**src/hw/rtl/sfd_pkg.sv**
```systemverilog
// Shared types and constants for the screen frame deframer.
`default_nettype none
package sfd_pkg;

	localparam logic [7:0] CMD_ONE_BYTE_ADDR = 8'h81;
	localparam logic [7:0] CMD_TWO_BYTE_ADDR = 8'h83;
	localparam logic [7:0] LEN_OVERHEAD      = 8'd6;

	localparam logic [7:0] HEADER_FIRST_RST  = 8'h5A;
	localparam logic [7:0] HEADER_SECOND_RST = 8'hA5;

	// register index, taken from paddr[2]
	localparam logic REG_HEADER_FIRST  = 1'b0;
	localparam logic REG_HEADER_SECOND = 1'b1;

	localparam logic KIND_CONTENT = 1'b0;
	localparam logic KIND_DONE    = 1'b1;

	typedef struct packed {
		logic        kind;
		logic [7:0]  data_byte;
		logic [7:0]  byte_index;
		logic [7:0]  command_code;
		logic [15:0] var_address;
		logic [7:0]  frame_len;
		logic [7:0]  content_len_byte;
		logic [15:0] check_word;
	} result_t;

endpackage
`default_nettype wire

```
**src/hw/rtl/sfd_parser.sv**
```systemverilog
// Per-byte frame parser: phase state, captured header fields, result decode.
`default_nettype none
module sfd_parser (
	input  wire logic            clk,
	input  wire logic            arst_n,
	input  wire logic            in_take,
	input  wire logic [7:0]      in_byte,
	input  wire logic [7:0]      header_first,
	input  wire logic [7:0]      header_second,
	output logic                 res_valid,
	output sfd_pkg::result_t     res
);

	typedef enum logic [2:0] {
		PH_HUNT    = 3'd0,
		PH_LEN     = 3'd1,
		PH_CMD     = 3'd2,
		PH_ADDR    = 3'd3,
		PH_CLEN    = 3'd4,
		PH_CONTENT = 3'd5,
		PH_CHECK   = 3'd6
	} phase_t;

	phase_t      phase_q, phase_d;
	logic [7:0]  sub_q, sub_d;
	logic [7:0]  length_q, length_d;
	logic [7:0]  command_q, command_d;
	logic [15:0] address_q, address_d;
	logic [7:0]  clen_q, clen_d;
	logic [7:0]  check_high_q, check_high_d;
	logic [7:0]  needed;
	logic [7:0]  sub_inc;

	assign needed  = (length_q > sfd_pkg::LEN_OVERHEAD) ? (length_q - sfd_pkg::LEN_OVERHEAD)
		: 8'd1;
	assign sub_inc = sub_q + 8'd1;

	always_comb begin
		phase_d      = phase_q;
		sub_d        = sub_q;
		length_d     = length_q;
		command_d    = command_q;
		address_d    = address_q;
		clen_d       = clen_q;
		check_high_d = check_high_q;
		res_valid    = 1'b0;
		res.kind             = sfd_pkg::KIND_CONTENT;
		res.data_byte        = 8'h00;
		res.byte_index       = sub_q;
		res.command_code     = command_q;
		res.var_address      = address_q;
		res.frame_len        = length_q;
		res.content_len_byte = clen_q;
		res.check_word       = 16'h0000;
		unique case (phase_q)
			PH_HUNT: begin
				// first header byte causes no phase change; it also wins when both are equal
				if (in_byte != header_first && in_byte == header_second)
					phase_d = PH_LEN;
			end
			PH_LEN: begin
				length_d = in_byte;
				phase_d  = PH_CMD;
			end
			PH_CMD: begin
				command_d = in_byte;
				sub_d     = 8'd0;
				if (in_byte == sfd_pkg::CMD_ONE_BYTE_ADDR
						|| in_byte == sfd_pkg::CMD_TWO_BYTE_ADDR)
					phase_d = PH_ADDR;
				else
					phase_d = PH_HUNT;
			end
			PH_ADDR: begin
				if (command_q == sfd_pkg::CMD_ONE_BYTE_ADDR) begin
					address_d = {8'h00, in_byte};
					sub_d     = 8'd0;
					phase_d   = PH_CLEN;
				end else if (sub_q == 8'd0) begin
					address_d = {in_byte, 8'h00};
					sub_d     = 8'd1;
				end else begin
					address_d = {address_q[15:8], in_byte};
					sub_d     = 8'd0;
					phase_d   = PH_CLEN;
				end
			end
			PH_CLEN: begin
				clen_d  = in_byte;
				sub_d   = 8'd0;
				phase_d = PH_CONTENT;
			end
			PH_CONTENT: begin
				res_valid     = 1'b1;
				res.data_byte = in_byte;
				if (sub_inc >= needed) begin
					sub_d   = 8'd0;
					phase_d = PH_CHECK;
				end else begin
					sub_d = sub_inc;
				end
			end
			PH_CHECK: begin
				if (sub_q == 8'd0) begin
					check_high_d = in_byte;
					sub_d        = 8'd1;
				end else begin
					res_valid      = 1'b1;
					res.kind       = sfd_pkg::KIND_DONE;
					res.byte_index = needed;
					res.check_word = {check_high_q, in_byte};
					sub_d          = 8'd0;
					phase_d        = PH_HUNT;
				end
			end
			default: begin
				sub_d   = 8'd0;
				phase_d = PH_HUNT;
			end
		endcase
	end

	always_ff @(posedge clk or negedge arst_n) begin
		if (!arst_n) begin
			phase_q      <= PH_HUNT;
			sub_q        <= 8'd0;
			length_q     <= 8'd0;
			command_q    <= 8'd0;
			address_q    <= 16'd0;
			clen_q       <= 8'd0;
			check_high_q <= 8'd0;
		end else if (in_take) begin
			phase_q      <= phase_d;
			sub_q        <= sub_d;
			length_q     <= length_d;
			command_q    <= command_d;
			address_q    <= address_d;
			clen_q       <= clen_d;
			check_high_q <= check_high_d;
		end
	end

endmodule
`default_nettype wire

```
**src/hw/rtl/screen_frame_deframer.sv**
```systemverilog
// Top level of the screen reply-frame deframer: config registers, parser, output register.
//
//  channel  | dir | payload                                       | accepted when
//  ---------+-----+-----------------------------------------------+------------------------------
//  s_*      | in  | tdata[7:0] rx_byte                            | s_tvalid & s_tready
//  m_*      | out | tdata content/frame fields, tuser[0] kind     | m_tvalid & m_tready
//  APB      | in  | 0x0 header_first, 0x4 header_second           | psel & penable & pwrite
//
// One received byte per cycle while s_tready is high. Each byte is decoded in the same cycle
// it is taken, updating the parser registers and loading the output register when it yields
// an item. s_tready is high while the output register is empty or being drained.
// Reset clears the parse phase to hunting and the header registers to 0x5A / 0xA5.
// A stalled output holds its item; no input is lost or taken meanwhile.
`default_nettype none
module screen_frame_deframer (
	input  wire logic        clk,
	input  wire logic        arst_n,
	input  wire logic        s_tvalid,
	output logic             s_tready,
	input  wire logic [7:0]  s_tdata,   // [7:0] rx_byte
	output logic             m_tvalid,
	input  wire logic        m_tready,
	// [7:0] data_byte, [15:8] byte_index, [23:16] command_code, [39:24] var_address,
	// [47:40] frame_len, [55:48] content_len_byte, [71:56] check_word
	output logic [71:0]      m_tdata,
	output logic [0:0]       m_tuser,   // [0] kind
	input  wire logic        psel,
	input  wire logic        penable,
	input  wire logic        pwrite,
	input  wire logic [2:0]  paddr,
	input  wire logic [31:0] pwdata,
	output logic [31:0]      prdata,
	output logic             pready
);

	logic              cfg_wr;
	logic [7:0]        header_first_q;
	logic [7:0]        header_second_q;
	logic              take;
	logic              res_valid;
	sfd_pkg::result_t  res;
	logic              out_valid_q;
	sfd_pkg::result_t  out_q;

	assign pready = 1'b1;
	assign cfg_wr = psel && penable && pwrite && pready;
	assign prdata = (paddr[2] == sfd_pkg::REG_HEADER_SECOND) ? {24'd0, header_second_q}
		: {24'd0, header_first_q};

	always_ff @(posedge clk or negedge arst_n) begin
		if (!arst_n) begin
			header_first_q  <= sfd_pkg::HEADER_FIRST_RST;
			header_second_q <= sfd_pkg::HEADER_SECOND_RST;
		end else if (cfg_wr) begin
			if (paddr[2] == sfd_pkg::REG_HEADER_FIRST)
				header_first_q <= pwdata[7:0];
			else
				header_second_q <= pwdata[7:0];
		end
	end

	assign s_tready = !out_valid_q || m_tready;
	assign take     = s_tvalid && s_tready;

	sfd_parser u_parser (
		.clk           (clk),
		.arst_n        (arst_n),
		.in_take       (take),
		.in_byte       (s_tdata),
		.header_first  (header_first_q),
		.header_second (header_second_q),
		.res_valid     (res_valid),
		.res           (res)
	);

	always_ff @(posedge clk or negedge arst_n) begin
		if (!arst_n) begin
			out_valid_q <= 1'b0;
		end else if (s_tready) begin
			out_valid_q <= take && res_valid;
		end
	end

	always_ff @(posedge clk) begin
		if (take && res_valid)
			out_q <= res;
	end

	assign m_tvalid = out_valid_q;
	assign m_tuser  = out_q.kind;
	assign m_tdata  = {out_q.check_word, out_q.content_len_byte, out_q.frame_len,
		out_q.var_address, out_q.command_code, out_q.byte_index, out_q.data_byte};

	a_done_no_data: assert property (@(posedge clk) disable iff (!arst_n)
		m_tvalid && m_tuser[0] == sfd_pkg::KIND_DONE |-> m_tdata[7:0] == 8'h00)
		else $error("frame-done item carries content data");

	a_content_no_check: assert property (@(posedge clk) disable iff (!arst_n)
		m_tvalid && m_tuser[0] == sfd_pkg::KIND_CONTENT |-> m_tdata[71:56] == 16'h0000)
		else $error("content item carries a check word");

	a_stall_blocks_input: assert property (@(posedge clk) disable iff (!arst_n)
		!s_tready |-> m_tvalid && !m_tready)
		else $error("input held off without a stalled output");

	a_item_cmd_valid: assert property (@(posedge clk) disable iff (!arst_n)
		m_tvalid |-> m_tdata[23:16] == sfd_pkg::CMD_ONE_BYTE_ADDR
			|| m_tdata[23:16] == sfd_pkg::CMD_TWO_BYTE_ADDR)
		else $error("item emitted for an unknown command");

endmodule
`default_nettype wire

```
**config.mk**
```make
export PLATFORM = sky130hd
export DESIGN_NAME = screen_frame_deframer
export DESIGN_NICKNAME = d
export VERILOG_FILES = /design/src/hw/rtl/sfd_pkg.sv /design/src/hw/rtl/sfd_parser.sv /design/src/hw/rtl/screen_frame_deframer.sv
export SDC_FILE = /design/constraint.sdc
export NUM_CORES = 1
export LEC_CHECK = 0
export BUFFER_PORTS_ARGS = -buffer_cell sky130_fd_sc_hd__buf_2
export CAP_MARGIN = 15
export CELL_PAD_IN_SITES_DETAIL_PLACEMENT = 0
export CELL_PAD_IN_SITES_GLOBAL_PLACEMENT = 2
export CORE_MARGIN = 2
export CORE_UTILIZATION = 39
export CTS_CLUSTER_SIZE = 16
export DETAILED_ROUTE_END_ITERATION = 8
export PLACE_DENSITY = 0.91
export SKIP_LAST_GASP = 1
export SLEW_MARGIN = 30
export SYNTH_ARGS = -nofsm -noshare
export SYNTH_HDL_FRONTEND = slang
export SYNTH_SLANG_ARGS = --single-unit
```
**constraint.sdc**
```tcl
create_clock -name clk -period 15.85 [get_ports clk]
set_input_delay 4.755 -clock clk [delete_from_list [all_inputs] [get_ports clk]]
set_output_delay 4.755 -clock clk [all_outputs]
set_load 0.01 [all_outputs]
```
* Yosys cells after proc, flatten, opt, wreduce, memory -nomap -nowiden
Index checks and enable logic that the tools add are counted.
** Word-level totals
- Output and inout port bits :: 108
- Input bits :: 50
- Word-level logic and storage cells :: 83
- Register bits :: 149
** Operators by class
- Bitwise operators :: 3
- $lt $le $gt $ge :: 2
- Equal/unequal tests :: 15
- Muxes and demuxes :: 19
- Reductions and logical operators :: 23
- Add/sub/neg operators :: 2
** Operators with widths (count)
- 8-bit two-way mux :: 6
- 16-bit two-way mux :: 2
- 8-bit case mux with 4 select lines :: 1
- 8-bit equality test, second input constant :: 3
- 3-bit case mux with 7 select lines :: 1
- 3-bit two-way mux :: 5
- 2-bit AND reduction :: 7
- 3-bit equality test, second input constant :: 3
- 8-bit by 1-bit adder with 8-bit output, second input constant :: 1
- 8-bit equality test :: 1
- 8-bit >= comparator :: 1
- 8-bit by 3-bit > comparator with 1-bit output, second input constant :: 1
- 8-bit zero test :: 1
- 8-bit != test :: 1
- 8-bit by 3-bit subtractor with 8-bit output, second input constant :: 1
- 3-bit by 2-bit equality test with 1-bit output, second input constant :: 2
- 3-bit AND reduction :: 2
- 1-bit logical AND :: 5
- 5-bit AND reduction :: 1
- 2-bit by 1-bit != test with 1-bit output, second input constant :: 2
- 2-bit OR reduction :: 2
- 3-bit by 1-bit equality test with 1-bit output, second input constant :: 1
- 3-bit zero test :: 1
- 3-bit by 2-bit != test with 1-bit output, second input constant :: 1
- 8 further kinds :: 12

* Depth between registers and ports, before layout
Gate-level depths: netlist of run 1.
- Depth after elaboration :: 5
- Depth in mapped cells :: 11
- Gate-level depth less buffers :: 10

* By module
A second synthesis of run 1 with hierarchy kept.
** Second synthesis, totals
- Cells, all modules :: 462
- Area, all modules :: 6577.6 sq um
** Modules (own cells, without submodules)
- sfd_parser :: cells an instance 313, seq. area each 1476.4 sq um, instances 1, area each 3402.0 sq um
- screen_frame_deframer :: cells an instance 149, seq. area each 2627.5 sq um, instances 1, area each 3175.5 sq um

* Worst setup path after synthesis of run 1
No wires, ideal clock.
- Path kind :: input to output
- Start point :: input port paddr[2]
- End point :: output port prdata[0]
- Setup slack :: 5.645 ns
- Buffers on the path :: 1
- Cell stages on the path :: 2
- Data required time :: 11.095 ns
- Arrival time :: 5.450 ns
- Path through :: clkbuf_1 mux2_2
** Between the ends
- Longest elaborated chain between the ends :: 1
** Ends and longest elaborated chain
- start: declaration :: line screen_frame_deframer.sv:30 : input wire logic [2:0] paddr,
- 8-bit two-way mux :: line screen_frame_deframer.sv:47 : assign prdata = (paddr[2] == sfd_pkg::REG_HEADER_SECOND) ? {24'd0, header_second_q}
- end: declaration :: line screen_frame_deframer.sv:32 : output logic [31:0] prdata,
No other way between the ends.

* Final worst setup path of run 1
- Start point :: input port paddr[2]
- End point :: output port prdata[1]
Same word-level chain as after synthesis.

==> key figures, run 1 <==
Min path
  • Hold path cells: 0
  • Class of the worst hold path: flip-flop to flip-flop

Worst setup path
  • Required @ worst endpoint: between 10 and 15 ns
  • R2r worst-path depth: 10
  • Levels on crit path: 3
  • CP Class: input port to output pin
  • CP max stage delay: between 0.3 and 0.4 ns
  • Crit-path slowest cell: mux2_2
  • Element type at the critical path end: output pin
  • Largest delay share family, worst path: multiplexers
  • Critical-path cell list: buf_2, mux2_2, buf_2
  • CP Max Fanout: 10
  • Most Frequent Cell on Critical Path: buf_2
  • Flop-to-flop setup slack: approximately 13 ns
  • CP Launch Type: input port
  • Buf+Inv Stages, Crit Path: 2
  • Arrival time worst endpoint: about 5.5 ns

Outcome
  • Status: finished, final reports clean

Clock tree
  • Clk pin slew, worst setup/hold paths: 0.06 ns
  • Post-CTS setup buffers: 0
  • Clock buffer depth: 2
  • Clock Sinks: 149
  • Clock root cell: clkbuf_16
  • Inserted Clock Buffers: 17
  • Hold-fix buffers, CTS: 0
  • Gates resized, CTS repair: 0
  • CTS tree: yes
  • # H-tree levels: 4
  • Clk Latency, worst-skew pair: 0.42 ns

Timing
  • Actual slew at the worst max-slew pin: approximately 0.71 ns
  • Hold Fails Final Rpt: 0
  • RSZ-0062 raised after global routing: no
  • Final critical-path required period: 10.25 ns
  • Final period utilization: 0.646
  • Setup TNS: 0 ns
  • Setup Skew: 0.00922 ns
  • Endpoints failing setup: 0
  • Fmax: approximately 0.098 GHz
  • Worst rel slew slack: 0.529
  • Slew Limit Fails: 0

Synthesis
  • Primary FF master, synth: edfxtp_1
  • #FFs+latches synth: 149
  • Yosys top cell by area: edfxtp_1
  • Ys async rst share: 0.510
  • Synth top area cells: edfxtp_1 34%, dfrtp_1 26%, mux2_2 10%
  • Post-synthesis cell count: 454
  • Commonest cells in the netlist: 73 x edfxtp_1, 68 x dfrtp_1, 58 x mux2_2
  • Most frequent cell after synthesis: edfxtp_1
  • Number of synthesized flops with an enable pin: 73
  • Synthesized area: roughly 6400 µm²
  • Synth warn: 0
  • Synth unique cells: 53
  • Seq/Total Area, Yosys: 0.637
  • Mapped Avg Cell Area: around 14 µm²
  • Post-synth top area share: 0.340

Global route
  • Grt ovf: 0
  • Gr usage total: 0.161
  • Antenna violations before repair: 0
  • Pin count of the biggest net entering global routing: 77
  • Number of global-route vias before repair: 3922
  • First-pass GRT wire length: 21500 µm

Die
  • DIE AREA: 17600 µm²
  • IO Pins: 158
  • Rows: 46
  • Core Region: 16000 µm²
  • Starting Density: 0.403
  • Die width: 133 µm
  • Die Y: 133 µm

Cells and area
  • Filler Cells Inserted: 1474
  • Area grow syn2layout: 19.0%
  • Inserted Diodes: 0
  • Final net count: between 600 and 700
  • Ratio of cells with drive above 1 in the final layout: 0.376
  • Final instance area: 7670 µm²

Placed design
  • HPWL after detailed placement: 9130 µm
  • Input/output buffers: between 100 and 150
  • Post-place instance area: a little over 7000 µm²
  • Final GP Congestion: 0.765

Pwr
  • Leak: around 3.3 nW
  • Peak supply drop: ~0.076 mV
  • PwrDens: 151 nW/µm²

Detailed routing
  • Wirelength per Cell: 17.1 µm
  • Routed Antenna Nets: 0
  • Routed vias: 3885
  • Drt drc: 0
  • Post-Route WL: 13500 µm
  • Initial drt markers: a little under 200
  • Via-per-instance ratio: 4.93
  • Pre-antenna DRT Iters: 4

Job
  • Max-Cap Viols: 0
worst reg2reg max path: stages (launching register included):
cell	delay [ns]
dfrtp_1	0.43
or4_1	0.56
a311o_1	0.43
nand2_1	0.13
ha_1	0.23
or3_1	0.34
a21oi_1	0.14
o31ai_1	0.09
buf_4	0.19
nand3_1	0.10
mux2_2	0.33
metrics by stage:
step           hold WS, ns  setup WS (ns)  cells   util  power [W]
2_1_floorplan        0.419           5.65    477      -   0.000711
3_3_place_gp         0.428           5.63    756  0.443   0.000758
3_5_place_dp         0.427           5.60    756  0.443   0.000770
4_1_cts              0.442           5.60    788  0.479    0.00117
5_1_grt              0.451           5.57    788  0.479    0.00122
6_report             0.441           5.60    788  0.479    0.00116
report_power, final:
part	leakage [nW]	internal, W	switching, W
Combinational	1.37	0.000111	0.0000944
Clock	0.283	0.000234	0.000160
Sequential	1.63	0.000495	0.0000628
Total	3.28	0.000839	0.000317
area by class of cell:
class	instances	area [µm²]	share of cell area
Multi-Input combinational cell	277	2130	0.278
Clock inverter	14	150	0.0196
Clock buffer	18	429	0.0560
Inverter	5	18.8	0.00245
Timing Repair Buffer	109	559	0.0730
Tap cell	216	270	0.0353
Sequential cell	149	4100	0.535
cell usage in the layout, fill, tap and decap left out, types with 8 or more instances in the layout:
master / count
conb_1: 25
edfxtp_1: 73
buf_2: 105
dfstp_2: 8
xor2_1: 14
xnor2_1: 13
mux2_2: 58
and2_1: 25
a22o_1: 17
o21ai_0: 13
ha_1: 11
nor2_1: 8
nand2_1: 25
nand3_1: 8
clkbuf_16: 17
dfrtp_1: 68
cells by family (layout without fill, tap and decap cells):
group	count (synthesis)	count (layout)	synth area share
AOI/OAI and AO/OA	55	55	0.0625
xor gates and xnor gates	27	27	0.0367
adders and majority gates	11	11	0.0214
buffers and inverters	51	146	0.0466
DFF	149	149	0.637
muxes	59	59	0.103
other	2	25	0.00117
and+or+nand+nor	100	100	0.0915
layer usage:
metal  vias to the layer above  global-route usage  share of wire
met1                      1947               0.208           0.43
met3                        13              0.0406          0.058
met4                         0              0.0621          0.013
met5                         -                   0              0
met2                       117               0.261           0.50
li1                       1808                   -              -
final timing paths:
path                                      start                  endpoint
setup / recovery                       paddr[2]                 prdata[1]
hold / removal               u_parser.clen_q[1]               m_tdata[49]
setup reg to reg           u_parser.length_q[5]       u_parser.phase_q[0]
hold reg to reg              u_parser.clen_q[1]               m_tdata[49]
max in group asynchronous                arst_n  u_parser.check_high_q[2]
min in group asynchronous                arst_n     u_parser.command_q[3]
flip-flops by register name, indices dropped and copies added, names as in the netlist, 3 cells and up:
| register | flops |
|---|---|
| m_tdata | 72 |
| u_parser.command_q | 8 |
| u_parser.phase_q | 3 |
| header_first_q | 8 |
| u_parser.address_q | 16 |
| u_parser.clen_q | 8 |
| u_parser.sub_q | 8 |
| u_parser.check_high_q | 8 |
| u_parser.length_q | 8 |
| header_second_q | 8 |
No activity file was read; power rests on OpenSTA's default activity.
==> run 2: changes to the inputs <==
--- a/config.mk
+++ b/config.mk
@@ -5,15 +5,16 @@
 export SDC_FILE = /design/constraint.sdc
 export NUM_CORES = 1
 export LEC_CHECK = 0
+export ABC_AREA = 1
 export BUFFER_PORTS_ARGS = -buffer_cell sky130_fd_sc_hd__buf_2
 export CAP_MARGIN = 15
 export CELL_PAD_IN_SITES_DETAIL_PLACEMENT = 0
 export CELL_PAD_IN_SITES_GLOBAL_PLACEMENT = 2
 export CORE_MARGIN = 2
-export CORE_UTILIZATION = 39
+export CORE_UTILIZATION = 33
 export CTS_CLUSTER_SIZE = 16
 export DETAILED_ROUTE_END_ITERATION = 8
-export PLACE_DENSITY = 0.91
+export PLACE_DENSITY = 0.86
 export SKIP_LAST_GASP = 1
 export SLEW_MARGIN = 30
 export SYNTH_ARGS = -nofsm -noshare
==> constraint.sdc (replaced) <==
create_clock -name clk -period 10.1 [get_ports clk]
set_input_delay 3.03 -clock clk [delete_from_list [all_inputs] [get_ports clk]]
set_output_delay 3.03 -clock clk [all_outputs]
set_load 0.01 [all_outputs]
==> run 2 against run 1 <==
  * Core utilization decreased by 7.8 points
  * Clock-buffer cell count rose by 3
  * Sequential power increased by 59%
  * Global-route usage is 1.3 points lower
  * Clock skew fell by 0.0012 ns
  * Sequential cell count unchanged
  * Setup slack worse by 2.3 ns
  * Total power grew 66%
  * Final area is 1.5% higher
  * Critical path type unchanged
  * Critical endpoint is now prdata[7]
==> key figures, run 2 <==
Die
  • DIE AREA: 20900 µm²
  • IO Pins: 158
  • Starting Density: 0.336
  • Rows: 51
  • Die width: 144 µm
  • Core Region: roughly 19000 µm²
  • Die Y: around 140 µm

Timing
  • Actual slew at the worst max-slew pin: 0.726 ns
  • Fmax: roughly 0.15 GHz
  • Final period utilization: 0.669
  • Final critical-path required period: 6.76 ns
  • Setup Skew: about 0.0081 ns
  • Worst rel slew slack: 0.516
  • Hold Fails Final Rpt: 0
  • RSZ-0062 raised after global routing: no
  • Endpoints failing setup: 0
  • Setup TNS: 0 ns
  • Slew Limit Fails: 0

Synthesis
  • Ys async rst share: 0.510
  • Commonest cells in the netlist: 163 x nand2_1, 84 x o21ai_0, 75 x inv_1
  • Mapped Avg Cell Area: 10.1 µm²
  • Synth unique cells: 33
  • Primary FF master, synth: edfxtp_1
  • Synthesized area: 6510 µm²
  • Synth top area cells: edfxtp_1 34%, dfrtp_1 26%, nand2_1 9.4%
  • Post-synth top area share: 0.337
  • Number of synthesized flops with an enable pin: 73
  • Yosys top cell by area: edfxtp_1
  • Synth warn: 0
  • Post-synthesis cell count: 646
  • Most frequent cell after synthesis: nand2_1
  • #FFs+latches synth: ~150
  • Seq/Total Area, Yosys: 0.630

Global route
  • Number of global-route vias before repair: roughly 4.2k
  • Grt ovf: 0
  • Pin count of the biggest net entering global routing: 77
  • Gr usage total: 0.148
  • Antenna violations before repair: 0
  • First-pass GRT wire length: ~23000 µm

Detailed routing
  • Post-Route WL: about 15000 µm
  • Drt drc: 0
  • Wirelength per Cell: 14.3 µm
  • Initial drt markers: around 370
  • Routed vias: 4582
  • Pre-antenna DRT Iters: 4
  • Routed Antenna Nets: 0
  • Via-per-instance ratio: 4.41

Clock tree
  • Clock Sinks: roughly 150
  • Clock root cell: clkbuf_16
  • Hold-fix buffers, CTS: 0
  • Clk Latency, worst-skew pair: 0.41 ns
  • Gates resized, CTS repair: 0
  • Clock buffer depth: 2
  • Clk pin slew, worst setup/hold paths: ~0.060 ns
  • Inserted Clock Buffers: 17
  • CTS tree: yes
  • # H-tree levels: 4
  • Post-CTS setup buffers: 0

Pwr
  • Sw Share: 0.333
  • Power Internal: about 0.0013 W
  • Share of total power in combinational logic: 0.234
  • Peak supply drop: 0.121 mV
  • Clk pwr share: 0.302
  • Sw Pwr: 0.000638 W
  • Sequential power share: 0.464
  • Leak: 3.59 nW
  • PwrDens: 246 nW/µm²

Placed design
  • Final GP Congestion: just under 0.8
  • DP Cell Count: 1006
  • Input/output buffers: 106
  • HPWL after detailed placement: 10200 µm

Worst setup path
  • Arrival time worst endpoint: 3.73 ns
  • R2R Path Start: m_tvalid
  • CP Launch Type: input port
  • Element type at the critical path end: output pin
  • CP Class: input port to output pin
  • CP Max Fanout: 15
  • Critical Path Source: paddr[2]
  • Required @ worst endpoint: 7.07 ns

Cells and area
  • Commonest cells after routing, fill and taps aside: 163 x nand2_1, 105 x buf_2, 84 x o21ai_0, 74 x inv_1, 73 x edfxtp_1
  • Area grow syn2layout: 19.4%
  • Filler Cells Inserted: 1983
  • Fin cells: 1038
  • Max FFs per register: 72
  • Inserted Diodes: 0
  • Final net count: 821
  • Commonest non-fill, non-tap cell in the layout: nand2_1
  • Ratio of cells with drive above 1 in the final layout: 0.215

Job
  • Max-Cap Viols: 0

Outcome
  • Status: finished, final reports clean

Min path
  • Hold Startpoint: u_parser.address_q[3]
  • Class of the worst hold path: flip-flop to flip-flop
[run 2: cell count changes after synthesis, sizes merged, moves of 17 or more]
cell / previous run / this run
mux2: 58 / 0
inv: 5 / 82
and2: 25 / 0
o21ai: 13 / 84
a22o: 17 / 0
nor2: 8 / 53
nand2: 27 / 163
o22ai: 1 / 18
[run 2: metrics by stage]
step,utilization,cell area [µm²],power [W],setup WS [ns],hold slack [ns]
after floorplan,-,6600,0.00121,3.49,0.419
after global placement,0.373,7240,0.00134,3.34,0.428
after detailed placement,0.373,7240,0.00135,3.34,0.430
after CTS,0.401,7780,0.00193,3.33,0.444
after global routing,0.401,7780,0.00205,3.21,0.453
final,0.401,7780,0.00191,3.34,0.441
[run 2: kinds of logic after synthesis]
logic type | after synthesis | synth area share
flops | 149 | 0.630
other cells | 2 | 0.00115
compound gates | 109 | 0.0888
xor+xnor | 10 | 0.0134
buf+inv | 117 | 0.0832
fa+ha+maj | 11 | 0.0211
simple gates | 248 | 0.162
[run 2: path summary, 6_finish.rpt]
kind	to	slack (ns)	depth (start not counted)
worst max-delay path	prdata[7]	3.34	5
worst min-delay path	m_tdata[27]	0.44	0
worst max register to register	m_tdata[11]	7.38	6
worst min register to register	m_tdata[27]	0.44	0
max in group asynchronous	u_parser.check_high_q[1]	6.96	1
min in group asynchronous	header_second_q[1]	2.64	1
[run 2: area by class of cell]
cell class,count,area [µm²],share of cell area
flip-flops and latches,149,4100,0.528
multi-input cells,403,1950,0.251
clock inverters,11,76.3,0.00981
inverters,82,308,0.0396
repair buffers,107,544,0.0700
clock buffers,21,460,0.0592
well taps,265,332,0.0426
[run 2: power by group through the flow]
stage	Sequential [W]	Combinational (W)	Clock, W
2_1_floorplan	0.000877	0.000331	0
3_3_place_gp	0.000896	0.000445	0
3_5_place_dp	0.000899	0.000451	0
4_1_cts	0.000888	0.000454	0.000591
5_1_grt	0.000904	0.000528	0.000616
6_report	0.000888	0.000447	0.000579
[run 2: worst max-delay path, stage by stage]
cell and delay [ns]:
buf_2 0.12, inv_1 0.26, nand2_1 0.08, o21ai_0 0.08, buf_2 0.15
[run 2: per-layer routing]
metal	GRT usage	part of all wire	vias up
met5	0	0	-
met2	0.228	0.46	141
met3	0.0351	0.053	12
met4	0.0424	0.0097	0
li1	-	-	2296
met1	0.208	0.48	2133
==> run 3: changes to the inputs <==
--- a/config.mk
+++ b/config.mk
@@ -5,16 +5,16 @@
 export SDC_FILE = /design/constraint.sdc
 export NUM_CORES = 1
 export LEC_CHECK = 0
-export ABC_AREA = 1
+export ABC_AREA = 0
 export BUFFER_PORTS_ARGS = -buffer_cell sky130_fd_sc_hd__buf_2
 export CAP_MARGIN = 15
 export CELL_PAD_IN_SITES_DETAIL_PLACEMENT = 0
 export CELL_PAD_IN_SITES_GLOBAL_PLACEMENT = 2
 export CORE_MARGIN = 2
-export CORE_UTILIZATION = 33
+export CORE_UTILIZATION = 32
 export CTS_CLUSTER_SIZE = 16
 export DETAILED_ROUTE_END_ITERATION = 8
-export PLACE_DENSITY = 0.86
+export PLACE_DENSITY = 0.81
 export SKIP_LAST_GASP = 1
 export SLEW_MARGIN = 30
 export SYNTH_ARGS = -nofsm -noshare
==> constraint.sdc (replaced) <==
create_clock -name clk -period 6 [get_ports clk]
set_input_delay 1.8 -clock clk [delete_from_list [all_inputs] [get_ports clk]]
set_output_delay 1.8 -clock clk [all_outputs]
set_load 0.01 [all_outputs]
==> run 3 against run 2 <==
  * Combinational power increased by 23%
  * Final area about the same
  * Clock-buffer cell count decreased by 4
  * Cell count decreased by 19%
  * Clock power increased by 85%
  * Critical endpoint unchanged
==> key figures, run 3 (same netlist as run 1, synthesis figures left out) <==
Outcome
  • Status: finished, final reports clean

Pwr
  • Leak: 3.29 nW
  • Peak supply drop: approximately 0.19 mV
  • PwrDens: 398 nW/µm²

Clock tree
  • Clk pin slew, worst setup/hold paths: 0.06 ns
  • Hold-fix buffers, CTS: 0
  • CTS tree: yes
  • Clock Sinks: about 150
  • Clock buffer depth: 2
  • Post-CTS setup buffers: 0
  • Gates resized, CTS repair: 0
  • # H-tree levels: 4
  • Inserted Clock Buffers: 17
  • Clk Latency, worst-skew pair: 0.43 ns
  • Clock root cell: clkbuf_16

Global route
  • Gr usage total: 0.139
  • Grt ovf: 0
  • Antenna violations before repair: 0
  • Pin count of the biggest net entering global routing: 77
  • Number of global-route vias before repair: 4018
  • First-pass GRT wire length: 22700 µm

Worst setup path
  • Required @ worst endpoint: 4.20 ns
  • Largest delay share family, worst path: buffers and inverters
  • Critical-path cell list: buf_2, mux2_2, buf_2
  • Element type at the critical path end: output pin
  • CP Launch Type: input port
  • Arrival time worst endpoint: 2.56 ns
  • Buf+Inv Stages, Crit Path: 2
  • CP max stage delay: 0.38 ns
  • CP Max Fanout: 10
  • Crit-path slowest cell: mux2_2
  • CP Class: input port to output pin
  • Most Frequent Cell on Critical Path: buf_2

Cells and area
  • Final net count: 620
  • Commonest non-fill, non-tap cell in the layout: buf_2
  • Ratio of cells with drive above 1 in the final layout: 0.378
  • Commonest cells after routing, fill and taps aside: 105 x buf_2, 73 x edfxtp_1, 68 x dfrtp_1, 58 x mux2_2
  • Max FFs per register: 72
  • Final Util: 0.397
  • Reg area: 4100 µm²
  • Area grow syn2layout: 20.7%
  • Filler Cells Inserted: 1882
  • Area of the multi-input gates: between 2000 and 2500 µm²
  • Inserted Diodes: 0

Timing
  • Setup TNS: 0 ns
  • Actual slew at the worst max-slew pin: 0.738 ns
  • Worst rel slew slack: 0.508
  • Endpoints failing setup: 0
  • Fmax: between 0.2 and 0.25 GHz
  • RSZ-0062 raised after global routing: no
  • Setup Skew: 0.00986 ns
  • Final period utilization: 0.726
  • Slew Limit Fails: 0
  • Final critical-path required period: 4.36 ns
  • Hold Fails Final Rpt: 0

Die
  • IO Pins: approximately 160
  • Core Region: 19600 µm²
  • Starting Density: 0.329
  • Die width: roughly 150 µm
  • Rows: 51
  • DIE AREA: 21300 µm²
  • Die Y: 146 µm

Detailed routing
  • Routed Antenna Nets: 0
  • Drt drc: 0
  • Initial drt markers: ~160
  • Wirelength per Cell: 17.0 µm
  • Routed vias: approximately 3.9k
  • Via-per-instance ratio: 4.66
  • Post-Route WL: around 14000 µm
  • Pre-antenna DRT Iters: 5

Placed design
  • Final GP Congestion: 0.815
  • Input/output buffers: between 100 and 150
  • HPWL after detailed placement: between 9000 and 10000 µm

Min path
  • Class of the worst hold path: flip-flop to flip-flop

Job
  • Max-Cap Viols: 0
[run 3: final timing paths]
| path | cells past startpoint | slack (ns) | endpoint | startpoint |
|---|---|---|---|---|
| max reg2reg | 10 | 2.88 | u_parser.phase_q[0] | u_parser.length_q[5] |
| max | 3 | 1.64 | prdata[7] | paddr[2] |
| min | 0 | 0.44 | m_tdata[52] | u_parser.clen_q[4] |
| min reg2reg | 0 | 0.44 | m_tdata[52] | u_parser.clen_q[4] |
| min in group asynchronous | 1 | 1.40 | u_parser.sub_q[1] | arst_n |
| max in group asynchronous | 1 | 4.07 | u_parser.clen_q[4] | arst_n |
[run 3: metal layers]
layer | part of all wire | track usage | vias to the layer above
met1 | 0.45 | 0.178 | 1938
li1 | - | - | 1817
met4 | 0.014 | 0.0500 | 0
met5 | 0 | 0 | -
met2 | 0.48 | 0.227 | 129
met3 | 0.050 | 0.0361 | 13
[run 3: where the power goes]
group / total [W] / internal [W] / leakage (nW) / switching [W]
sequential: 0.00147 / 0.00131 / 1.63 / 0.000165
clock: 0.00107 / 0.000624 / 0.286 / 0.000447
combinational: 0.000550 / 0.000294 / 1.38 / 0.000256
[run 3: through the flow]
step	worst slack, ns	total power, W	cells	hold WS [ns]	area (µm²)
after detailed placement	1.64	0.00204	805	0.428	7180
after floorplan	1.49	0.00188	477	0.419	6530
after global placement	1.64	0.00201	804	0.429	7150
final	1.64	0.00309	837	0.438	7780
after CTS	1.63	0.00313	837	0.439	7770
after global routing	1.61	0.00326	837	0.439	7780
[run 3: layout make-up]
class,instances,area share
clock buffers,17,0.0547
clock inverters,15,0.0219
inverters,5,0.00241
multi-input cells,277,0.274
flip-flops and latches,149,0.528
well taps,265,0.0426
repair buffers,109,0.0761
[run 3: worst register-to-register path, stage by stage (launching register included)]
cell and delay [ns]:
dfrtp_1 0.43, or4_1 0.57, a311o_1 0.43, nand2_1 0.13, ha_1 0.22, or3_1 0.34
a21oi_1 0.17, o31ai_1 0.10, buf_4 0.19, nand3_1 0.10, mux2_2 0.32
